**src/dkcl_pkg.sv**
```systemverilog
// Shared types, constants and the key layout table for the keypad code lock.
// Used by every module of the block; no dependencies of its own.
`default_nettype none

package dkcl_pkg;

   localparam int KEY_ROWS         = 4;
   localparam int KEY_COLS         = 4;
   localparam int KEY_COUNT        = KEY_ROWS * KEY_COLS;
   localparam int PASS_CHARS       = 4;
   localparam int CODE_LENGTH_DEF  = 4;
   localparam int TICK_MS_DEF      = 10;

   localparam int CHAR_W  = 8;
   localparam int TIME_W  = 16;
   localparam int COUNT_W = 8;

   localparam logic [CHAR_W-1:0] CH_ZERO = 8'd48;
   localparam logic [CHAR_W-1:0] CH_STAR = 8'd42;
   localparam logic [CHAR_W-1:0] CH_HASH = 8'd35;
   localparam logic [CHAR_W-1:0] CH_NONE = 8'd0;

   // Configuration register indexes.
   localparam int CSR_INDEX_W = 3;
   localparam logic [CSR_INDEX_W-1:0] CSR_PASS_0   = 3'd0;
   localparam logic [CSR_INDEX_W-1:0] CSR_PASS_1   = 3'd1;
   localparam logic [CSR_INDEX_W-1:0] CSR_PASS_2   = 3'd2;
   localparam logic [CSR_INDEX_W-1:0] CSR_PASS_3   = 3'd3;
   localparam logic [CSR_INDEX_W-1:0] CSR_DEBOUNCE = 3'd4;

   localparam logic [CHAR_W-1:0] PASS_RESET_0   = 8'd50;
   localparam logic [CHAR_W-1:0] PASS_RESET_1   = 8'd57;
   localparam logic [CHAR_W-1:0] PASS_RESET_2   = 8'd52;
   localparam logic [CHAR_W-1:0] PASS_RESET_3   = 8'd51;
   localparam logic [TIME_W-1:0] DEBOUNCE_RESET = 16'd40;

   // Scanner states.
   localparam logic [1:0] ST_SCANNING = 2'd0;
   localparam logic [1:0] ST_DEBOUNCE = 2'd1;
   localparam logic [1:0] ST_HELD     = 2'd2;

   typedef logic [PASS_CHARS-1:0][CHAR_W-1:0] pass_code_type;

   typedef struct packed {
      logic               accepted;
      logic               rejected;
      logic [COUNT_W-1:0] attempts;
   } lock_result_type;

   // Character of each key, row-major: 1 2 3 A / 4 5 6 B / 7 8 9 C / * 0 # D.
   localparam logic [CHAR_W-1:0] KEY_CHARS [KEY_COUNT] = '{
      8'd49, 8'd50, 8'd51, 8'd65,
      8'd52, 8'd53, 8'd54, 8'd66,
      8'd55, 8'd56, 8'd57, 8'd67,
      8'd42, 8'd48, 8'd35, 8'd68
   };

endpackage

`default_nettype wire

```
**src/dkcl_key_scan.sv**
```systemverilog
// Keypad scanner: priority encoder over the key matrix plus the
// scan / debounce / held state machine. Depends on dkcl_pkg.
`default_nettype none

module dkcl_key_scan
   import dkcl_pkg::*;
#(
   parameter int TICK_MS = TICK_MS_DEF
) (
   input  wire logic                 clock,
   input  wire logic                 reset,
   input  wire logic                 advance,
   input  wire logic [KEY_COUNT-1:0] key_matrix,
   input  wire logic [TIME_W-1:0]    debounce_ms,
   output logic      [CHAR_W-1:0]    released_key
);

   logic [1:0]        state_ff, state_in;
   logic [CHAR_W-1:0] cand_ff, cand_in;
   logic [TIME_W-1:0] elapsed_ff, elapsed_in;
   logic [CHAR_W-1:0] seen;
   logic [TIME_W:0]   elapsed_sum;

   // Lowest set bit wins.
   always_comb begin
      seen = CH_NONE;
      for (int i = KEY_COUNT - 1; i >= 0; i--) begin
         if (key_matrix[i]) begin
            seen = KEY_CHARS[i];
         end
      end
   end

   assign elapsed_sum = {1'b0, elapsed_ff} + (TIME_W + 1)'(TICK_MS);

   always_comb begin
      state_in     = state_ff;
      cand_in      = cand_ff;
      elapsed_in   = elapsed_ff;
      released_key = CH_NONE;
      unique case (state_ff)
         ST_SCANNING: begin
            if (seen != CH_NONE) begin
               cand_in    = seen;
               elapsed_in = '0;
               state_in   = ST_DEBOUNCE;
            end
         end
         ST_DEBOUNCE: begin
            if (elapsed_ff >= debounce_ms) begin
               state_in = (seen != CH_NONE && seen == cand_ff) ? ST_HELD : ST_SCANNING;
            end
            elapsed_in = elapsed_sum[TIME_W] ? {TIME_W{1'b1}} : elapsed_sum[TIME_W-1:0];
         end
         ST_HELD: begin
            if (seen != cand_ff) begin
               // Only a clean release reports the key; a change of key drops it.
               if (seen == CH_NONE) begin
                  released_key = cand_ff;
               end
               state_in = ST_SCANNING;
            end
         end
         default: begin
            state_in = ST_SCANNING;
         end
      endcase
   end

   always_ff @(posedge clock) begin
      if (reset) begin
         state_ff   <= ST_SCANNING;
         cand_ff    <= CH_NONE;
         elapsed_ff <= '0;
      end else if (advance) begin
         state_ff   <= state_in;
         cand_ff    <= cand_in;
         elapsed_ff <= elapsed_in;
      end
   end

endmodule

`default_nettype wire

```
**src/dkcl_code_check.sv**
```systemverilog
// Entry buffer, passcode compare and saturating reject counter.
// Depends on dkcl_pkg.
`default_nettype none

module dkcl_code_check
   import dkcl_pkg::*;
#(
   parameter int CODE_LENGTH = CODE_LENGTH_DEF
) (
   input  wire logic            clock,
   input  wire logic            reset,
   input  wire logic            advance,
   input  wire logic [CHAR_W-1:0] released_key,
   input  wire logic            alarm_active,
   input  wire pass_code_type   pass_code,
   output lock_result_type      result
);

   localparam int POS_W = $clog2(CODE_LENGTH + 1);
   localparam int IDX_W = (CODE_LENGTH > 1) ? $clog2(CODE_LENGTH) : 1;

   logic [CHAR_W-1:0]  buf_ff [CODE_LENGTH];
   logic [CHAR_W-1:0]  buf_in [CODE_LENGTH];
   logic [CHAR_W-1:0]  want   [CODE_LENGTH];
   logic [POS_W-1:0]   pos_ff, pos_in;
   logic [COUNT_W-1:0] cnt_ff, cnt_in;
   logic [IDX_W-1:0]   wr_idx;
   logic               match;

   // Positions past the configured passcode compare against '0'.
   for (genvar g = 0; g < CODE_LENGTH; g++) begin : g_want
      if (g < PASS_CHARS) begin : g_pass
         assign want[g] = pass_code[g];
      end else begin : g_zero
         assign want[g] = CH_ZERO;
      end
   end

   always_comb begin
      match = 1'b1;
      for (int i = 0; i < CODE_LENGTH; i++) begin
         if (buf_ff[i] != want[i]) begin
            match = 1'b0;
         end
      end
   end

   assign wr_idx = (pos_ff >= POS_W'(CODE_LENGTH)) ? '0 : pos_ff[IDX_W-1:0];

   always_comb begin
      buf_in          = buf_ff;
      pos_in          = pos_ff;
      cnt_in          = cnt_ff;
      result.accepted = 1'b0;
      result.rejected = 1'b0;
      if (advance && released_key != CH_NONE) begin
         if (released_key == CH_HASH) begin
            if (alarm_active) begin
               if (match) begin
                  result.accepted = 1'b1;
                  cnt_in          = '0;
                  pos_in          = '0;
                  for (int i = 0; i < CODE_LENGTH; i++) begin
                     buf_in[i] = CH_ZERO;
                  end
               end else begin
                  result.rejected = 1'b1;
                  if (cnt_ff != {COUNT_W{1'b1}}) begin
                     cnt_in = cnt_ff + COUNT_W'(1);
                  end
               end
            end
         end else if (released_key == CH_STAR) begin
            pos_in = '0;
            for (int i = 0; i < CODE_LENGTH; i++) begin
               buf_in[i] = CH_ZERO;
            end
         end else begin
            for (int i = 0; i < CODE_LENGTH; i++) begin
               if (wr_idx == IDX_W'(i)) begin
                  buf_in[i] = released_key;
               end
            end
            pos_in = POS_W'(wr_idx) + POS_W'(1);
         end
      end
      result.attempts = cnt_in;
   end

   always_ff @(posedge clock) begin
      if (reset) begin
         pos_ff <= '0;
         cnt_ff <= '0;
         for (int i = 0; i < CODE_LENGTH; i++) begin
            buf_ff[i] <= CH_ZERO;
         end
      end else begin
         pos_ff <= pos_in;
         cnt_ff <= cnt_in;
         buf_ff <= buf_in;
      end
   end

endmodule

`default_nettype wire

```
**src/debounced_keypad_code_lock_unit.sv**
```systemverilog
// Debounced 4x4 keypad code lock, top level.
//
// Each req transfer is one tick: req_tdata carries the pressed-key matrix
// and the alarm flag. Every tick produces exactly one rsp transfer with the
// key released on that tick (0 when none), the accept / reject flags of a
// passcode check and the running count of rejected codes.
//
// The tick's state update happens at the req transfer and its result sits in
// the output register from the next cycle on. Throughput is one tick per
// cycle while the receiver takes results, set by the single output register;
// req_tready stays high while that register is empty or being drained, so
// a stalled receiver holds the result and pauses the input after one item.
//
// The csr channel writes the passcode characters (indexes 0 to 3) and the
// debounce time in ms (index 4); other indexes are ignored. Write only
// while the block is idle. Reset restores passcode 2943, a 40 ms debounce,
// an entry buffer of '0' characters, a zero reject count and an empty
// output register.
`default_nettype none

module debounced_keypad_code_lock_unit
   import dkcl_pkg::*;
#(
   parameter int CODE_LENGTH = CODE_LENGTH_DEF,
   parameter int TICK_MS     = TICK_MS_DEF
) (
   input  wire logic                   clock,
   input  wire logic                   reset,
   input  wire logic                   req_tvalid,
   output logic                        req_tready,
   input  wire logic [23:0]            req_tdata,  // key_matrix[15:0], alarm_active[16]
   output logic                        rsp_tvalid,
   input  wire logic                   rsp_tready,
   output logic      [23:0]            rsp_tdata,  // released_key[7:0], code_accepted[8],
                                                   // code_rejected[9], wrong_attempts[17:10]
   input  wire logic                   csr_valid,
   output logic                        csr_ready,
   input  wire logic [CSR_INDEX_W-1:0] csr_index,
   input  wire logic [TIME_W-1:0]      csr_data
);

   pass_code_type     pass_ff;
   logic [TIME_W-1:0] debounce_ff;
   logic              rsp_valid_ff;
   logic [17:0]       rsp_data_ff, rsp_data_in;
   logic              advance;
   logic [CHAR_W-1:0] released_key;
   lock_result_type   result;

   assign csr_ready = 1'b1;

   always_ff @(posedge clock) begin
      if (reset) begin
         pass_ff[0]  <= PASS_RESET_0;
         pass_ff[1]  <= PASS_RESET_1;
         pass_ff[2]  <= PASS_RESET_2;
         pass_ff[3]  <= PASS_RESET_3;
         debounce_ff <= DEBOUNCE_RESET;
      end else if (csr_valid) begin
         unique case (csr_index)
            CSR_PASS_0:   pass_ff[0]  <= csr_data[CHAR_W-1:0];
            CSR_PASS_1:   pass_ff[1]  <= csr_data[CHAR_W-1:0];
            CSR_PASS_2:   pass_ff[2]  <= csr_data[CHAR_W-1:0];
            CSR_PASS_3:   pass_ff[3]  <= csr_data[CHAR_W-1:0];
            CSR_DEBOUNCE: debounce_ff <= csr_data;
            default: ;
         endcase
      end
   end

   assign req_tready = !rsp_valid_ff || rsp_tready;
   assign advance    = req_tvalid && req_tready;

   dkcl_key_scan #(
      .TICK_MS (TICK_MS)
   ) u_key_scan (
      .clock        (clock),
      .reset        (reset),
      .advance      (advance),
      .key_matrix   (req_tdata[15:0]),
      .debounce_ms  (debounce_ff),
      .released_key (released_key)
   );

   dkcl_code_check #(
      .CODE_LENGTH (CODE_LENGTH)
   ) u_code_check (
      .clock        (clock),
      .reset        (reset),
      .advance      (advance),
      .released_key (released_key),
      .alarm_active (req_tdata[16]),
      .pass_code    (pass_ff),
      .result       (result)
   );

   assign rsp_data_in = {result.attempts, result.rejected, result.accepted, released_key};

   always_ff @(posedge clock) begin
      if (reset) begin
         rsp_valid_ff <= 1'b0;
      end else if (advance) begin
         rsp_valid_ff <= 1'b1;
      end else if (rsp_tready) begin
         rsp_valid_ff <= 1'b0;
      end
   end

   always_ff @(posedge clock) begin
      if (advance) begin
         rsp_data_ff <= rsp_data_in;
      end
   end

   assign rsp_tvalid = rsp_valid_ff;
   assign rsp_tdata  = {6'd0, rsp_data_ff};

endmodule

`default_nettype wire

```
**config.mk**
```make
export PLATFORM = sky130hd
export DESIGN_NAME = debounced_keypad_code_lock_unit
export DESIGN_NICKNAME = d
export VERILOG_FILES = /design/src/dkcl_pkg.sv /design/src/dkcl_key_scan.sv /design/src/dkcl_code_check.sv /design/src/debounced_keypad_code_lock_unit.sv
export SDC_FILE = /design/constraint.sdc
export NUM_CORES = 1
export LEC_CHECK = 0
export BUFFER_PORTS_ARGS = -buffer_cell sky130_fd_sc_hd__buf_2
export CORE_MARGIN = 1
export CORE_UTILIZATION = 45
export CTS_BUF_LIST = sky130_fd_sc_hd__clkbuf_16
export CTS_CLUSTER_DIAMETER = 150
export DETAILED_ROUTE_END_ITERATION = 8
export PLACE_DENSITY = 0.64
export RECOVER_POWER = 100
export SLEW_MARGIN = 40
export SYNTH_ARGS = -nofsm -noshare
export SYNTH_HDL_FRONTEND = slang
export SYNTH_SLANG_ARGS = --single-unit
```
**constraint.sdc**
```tcl
create_clock -name clock -period 2.5 [get_ports clock]
set_input_delay 0.25 -clock clock [delete_from_list [all_inputs] [get_ports clock]]
set_output_delay 0.25 -clock clock [all_outputs]
set_load 0.005 [all_outputs]
```
[Yosys cells after proc, flatten, opt, wreduce, memory -nomap -nowiden]
Cells that the tools add are included.
Word-level totals
  output and inout bits: 27
  register bits after elaboration: 136
  memory bits (read-only): 0
  input port bits: 48
  logic and storage cells: 129
  bits in writable memories: 0
  bits in latches: 0
  memories kept: 0
Operators by class
  reductions and logical operators: 31
  equality and inequality tests: 23
  magnitude comparators: 2
  shift-type cells: 0
  add/sub/neg operators: 3
  bitwise operators: 0
  divide/modulo/power cells: 0
  multiplexer cells: 53
  multiply operators: 0
Operator list (count)
  32-bit 2-to-1 mux: 4
  7-bit 2-to-1 mux: 16
  8-bit 2-to-1 mux: 12
  16-bit 2-to-1 mux: 2
  8-bit != test: 4
  16-bit case mux with 2 select lines: 1
  4-bit AND reduction: 5
  16-bit by 4-bit adder with 17-bit output (second input constant): 1
  8-bit by 6-bit equality test with 1-bit output (second input constant): 2
  16-bit greater-or-equal comparator: 1
  8-bit nonzero test: 2
  3-bit 2-to-1 mux: 4
  3-bit AND reduction: 4
  3-bit nonzero test: 4
  2-bit 2-to-1 mux: 5
  2-bit AND reduction: 5
  8-bit by 1-bit adder with 8-bit output (second input constant): 1
  7-bit by 8-bit equality test with 1-bit output: 1
  8-bit logical NOT: 1
  1-bit 2-to-1 mux: 8
  2-bit by 1-bit != test with 1-bit output (second input constant): 4
  7-bit by 8-bit != test with 1-bit output: 1
  8-bit != test (second input constant): 1
  2-bit equality test (second input constant): 3
  other kinds (14): 20

[Longest topological paths before layout]
  depth after elaboration: 23
  gate-level depth with buffers: 9
  depth with buffers taken out: 9

[Modules after synthesis]
Synthesis repeated with hierarchy kept, for this count alone.
Second synthesis, totals
  cells, all modules: 779
  area, all modules: 7223.2 µm²
By module, submodules not included
  debounced_keypad_code_lock_unit: seq. area each 1521.5 µm², area each 2596.2 µm², cells an instance 217, times used 1
  dkcl_code_check: seq. area each 860.8 µm², area each 2501.1 µm², cells an instance 289, times used 1
  dkcl_key_scan: seq. area each 500.5 µm², area each 2125.8 µm², cells an instance 273, times used 1

[Worst setup path after synthesis]
OpenSTA, ideal clock, no wires.
  kind: input port to flip-flop
  start: input port req_tdata[3]
  end: register u_code_check.buf_ff[0] (netlist bit)
  data required time: 2.379 ns
  data arrival time: 2.132 ns
  buffers on the path: 2
  stages: 9
  setup time: 0.121 ns
  path slack: 0.247 ns
  cell sequence: buf_6 > nor4_4 > nand4b_4 > nor3_4 > o211ai_4 > a21oi_4 > o21a_1 > buf_6 > mux2_4
Between the ends
  word-level cells in the longest chain between the ends: 11
  elaborated cells between the ends (all ways): 20
  those cells by class: 5 x eq/ne; 10 x mux; 5 x reduce/logical
RTL lines
  start: declaration: RTL line debounced_keypad_code_lock_unit.sv:31  | input wire logic [23:0] req_tdata,
  7-bit 2-to-1 mux * (4 in a row): RTL line dkcl_key_scan.sv:28  | if (key_matrix[i]) begin
  8-bit logical NOT: RTL line dkcl_key_scan.sv:58  | if (seen == CH_NONE) begin
  8-bit 2-to-1 mux: RTL line dkcl_key_scan.sv:58
  8-bit 2-to-1 mux *: RTL line dkcl_key_scan.sv:56  | if (seen != cand_ff) begin
  8-bit 2-to-1 mux *: RTL line dkcl_key_scan.sv:41  | unique case (state_ff)
  8-bit by 6-bit equality test with 1-bit output (tied with other cells): RTL line dkcl_code_check.sv:57  | if (released_key == CH_HASH) begin
  2-bit by 1-bit != test with 1-bit output (no line) (tied with other cells)
  4-bit AND reduction (no line) / 32-bit 2-to-1 mux (equally long branches)
  end signal: assignment: RTL line dkcl_code_check.sv:100  | buf_ff <= buf_in;
  end: declaration: RTL line dkcl_code_check.sv:22  | logic [CHAR_W-1:0] buf_ff [CODE_LENGTH];
Every way passes the cells marked *; elsewhere a longest branch is shown, timed or not. The select of a mux whose other input is x is not followed.
A chain may end at the register's enable or synchronous reset.

[Worst setup path after layout]
  start: register debounce_ff[5]
  end: register u_key_scan.state_ff[1]
Between the ends
  word-level cells in the longest chain between the ends: 3
RTL lines
  start: declaration: RTL line debounced_keypad_code_lock_unit.sv:43  | logic [TIME_W-1:0] debounce_ff;
  start signal: assignment: RTL line debounced_keypad_code_lock_unit.sv:65  | CSR_DEBOUNCE: debounce_ff <= csr_data;
  16-bit greater-or-equal comparator: RTL line dkcl_key_scan.sv:50  | if (elapsed_ff >= debounce_ms) begin
  2-bit by 1-bit != test with 1-bit output (no line)
  4-bit AND reduction (no line)
  end signal: assignment: RTL line dkcl_key_scan.sv:76  | state_ff <= state_in;
  end: declaration: RTL line dkcl_key_scan.sv:18  | logic [1:0] state_ff, state_in;
Every way passes these cells.

==> metrics.md <==
| Metric | Value |
|---|---|
| Cell Count, Final, Fillers Out | 1046 |
| Critical path required time | 2.80 ns |
| Mean Syn Cell Area | 8.64 µm² |
| Reg clk slew, reported paths | 0.06 ns |
| Crit path DAT | 2.65 ns |
| VDD IR max | 0.483 mV |
| Internal | 3.84 mW |
| Pre-CTS setup slack | 0.0482 ns |
| Largest area contributor in the netlist | dfxtp_1 |
| Top-count cell post-synth | dfxtp_1 |
| Sw frac | 23.5% |
| P_leak | 2.97 nW |
| Post-route ant nets | 0 |
| Hold Crit Start | csr_data[12] |
| Worst hold stages | 3 |
| # setup viols final | 0 |
| GR Util All Layers | 21.2% |
| CTS sink cnt | 130 |
| Logic pwr share | 6.6% |
| Clock skew | 0.0103 ns |
| Kind of critical path | register to register |
| First-pass GRT wire length | 26500 µm |
| Async SR Flop Fraction | 0% |
| H-tree Lvls | 4 |
| Final instance area | 7830 µm² |
| Initial antenna violation count | 0 |
| Crit path max-delay family | compound AO/OA/AOI/OAI gates |
| # DRC | 0 |
| WL/cell | 15.1 µm |
| Crit path time final | 2.35 ns |
| Crit share post-route | 94.1% |
| Final #Nets | 919 |
| Total setup buffers inserted after CTS | 0 |
| Cell chain of the critical path | inv_1, ha_1, a2111oi_2, nor2b_1, o21ai_0, a2111oi_1, buf_4, a211oi_1, a21oi_1, o22ai_1 |
| Die Height | 125 µm |
| Synth top area share | 33.5% |
| Pin count of the biggest net entering global routing | 66 |
| Max_slew headroom | -7.28% |
| Final WL | 15800 µm |
| Post-Syn Area | 6750 µm² |
| PnR Total Power | 5.02 mW |
| FF-to-FF setup slack | 0.15 ns |
| Vias in the first global route | 5501 |
| CTS tree | done |
| CP endpoint kind | register |
| Worst Setup EP | u_key_scan.state_ff[1]$_SDFFE_PP0P_ |
| Clock Latency Late Sink | 0.43 ns |
| Vias | 5711 |
| Number of max-cap violations | 1 |
| Setup_tns | 0 ns |
| DRT iter0 DRCs | 463 |
| Worst Path Max Fanout | 2 |
| Max-slew violations | 36 |
| Reg power frac | 43.6% |
| Core Area | 14600 µm² |
| Placed Area | 7270 µm² |
| Final hold violation count | 0 |
| Worst r2r dst | u_key_scan.state_ff[1]$_SDFFE_PP0P_ |
| Die width | 125 µm |
| Final GP Congestion | 0.882 |
| Worst Slack Setup Final | 0.148 ns |
| HP Class | primary input to register |
| Library cells used by synthesis | 68 |
| Synth-to-Final Area Change | 15.9% |
| Crit path from | debounce_ff[5]$_SDFFE_PP1P_ |
| Buf/Inv on CP | 2 |
| FF-to-FF Start | debounce_ff[5]$_SDFFE_PP1P_ |
| # IOs | 75 |
| Achievable Freq | 425 MHz |
| CTS max path bufs | 2 |
| Post-DP HPWL | 11400 µm |
| Starting density of the core | 46.3% |
| TritonCTS buffer count | 17 |
| Placed cell count | 1014 |
| Slowest CP cell | a2111oi_1 |
| Vias per inst | 5.46 |
| Rows | 44 |
| Share of cells above drive strength 1 | 14.3% |
| R2R depth | 10 |
| Critical path launch point type | register |
| Gr ovfl total | 0 |
| Root buffer cell | clkbuf_16 |
| Power share of the clock group | 49.8% |
| # diodes | 0 |
| Status | finished with violations |
| Largest cells by area after synthesis | dfxtp_1 (34%), edfxtp_1 (7.6%), nand2_1 (5.9%) |
| Pre-antenna DRT Iters | 5 |
| Seq cells post-synth | 130 |
| Most common flop cell mapped by yosys | dfxtp_1 |
| Final Util | 53.6% |
| Die area | 15500 µm² |
| Slew @ Worst Pin | 1.61 ns |
| P_sw | 1.18 mW |
| Worst hold slack | 0.0671 ns |
| YS warnings | 0 |
| CP peak stage delay | 0.39 ns |
| Port Buf Inserts | 59 |
| RSZ-0062 raised after global routing | true |
| Pwr/cell area | 642 nW/µm² |
| Post-synth EDFFs | 17 |
| Synthesized netlist cell count | 782 |
| Register area share after synthesis | 41.1% |
| Crit path depth | 10 |
| Synth top cells by count | dfxtp_1 (113), nand2_1 (107), nor2_1 (64), a21oi_1 (60), mux2i_1 (34) |
| Failing checks | max-capacitance violations, max-slew violations |
## power by group through the flow
stage	Clock (mW)	Sequential, mW	Combinational (mW)
final	2.50	2.19	0.330
after global routing	2.63	2.19	0.369
after CTS	2.53	2.19	0.332
after detailed placement	0	2.23	0.330
after global placement	0	2.23	0.322
after floorplan	0	2.22	0.217
## kinds of logic after synthesis
logic type               count (synthesis)  synth area share, %
AO/OA/AOI/OAI                          149                 13.6
XOR/XNOR                                34                 4.41
adder cells (fa/ha/maj)                 22                 4.08
buffers and inverters                   75                 5.19
flip-flops                             130                 41.1
multiplexers                            39                 6.10
other                                    2                0.111
AND/OR/NAND/NOR                        331                 25.5
## cell usage in the layout (no fill, tap or decap), drive strengths merged, types with 7 or more instances in the layout
cell and instances:
nor2 64, nand2 107, nand3b 15, ha 22
nand3 16, xnor2 33, buf 71, o21a 7
o21ai 35, nand2b 26, clkinv 9, and2 15
dfxtp 113, a21oi 61, nor4 11, mux2i 34
nor3 22, nand4 14, nor2b 16, clkbuf 32
edfxtp 17, inv 31, conb 8
## flip-flops by register name, indices dropped and copies added, names as in the netlist
name / cells
pass_ff: 32
u_code_check.buf_ff: 28
u_key_scan.cand_ff: 7
rsp_tvalid: 1
u_key_scan.state_ff: 2
rsp_data_ff: 17
debounce_ff: 16
u_code_check.cnt_ff: 8
u_key_scan.elapsed_ff: 16
u_code_check.pos_ff: 3
## routing by layer
layer | vias to the layer above | global-route usage, % | part of all wire (%)
met5 | - | 0 | 0
met4 | 0 | 7.65 | 1.3
met3 | 20 | 5.11 | 4.9
met2 | 165 | 33.2 | 45
met1 | 2700 | 28.1 | 48
li1 | 2826 | - | -
## what timing repair did
item | CTS | global route
hold buffers | 0 | 0
gates resized for setup | 0 | 6
setup endpoints to repair | 0 | 29
## worst register-to-register path: cells and delay by family, from the launching register on
family / cells / cell delay (ns)
buffers and inverters: 2 / 0.25
DFF: 1 / 0.33
adders and majority gates: 1 / 0.32
and+or+nand+nor: 1 / 0.17
AOI/OAI and AO/OA: 6 / 1.16
## layout make-up
cell class	instances	area, µm²
inverter	31	116
multi-input combinational	583	3650
fill	1374	6760
sequential	130	2770
clock buffer	17	425
tap	184	230
timing repair buffer	86	459
clock inverter	15	168
## worst min-delay path by stage
stage                                              end  slack, ns
final                     debounce_ff[12]$_SDFFE_PP0P_       0.07
after global routing      debounce_ff[12]$_SDFFE_PP0P_       0.06
after CTS                  debounce_ff[9]$_SDFFE_PP0P_       0.06
after detailed placement   debounce_ff[9]$_SDFFE_PP0P_       0.45
after global placement         pass_ff[7]$_SDFFE_PP0P_       0.44
after floorplan               pass_ff[18]$_SDFFE_PP1P_       0.37
Power figures use the tool's default switching activity.
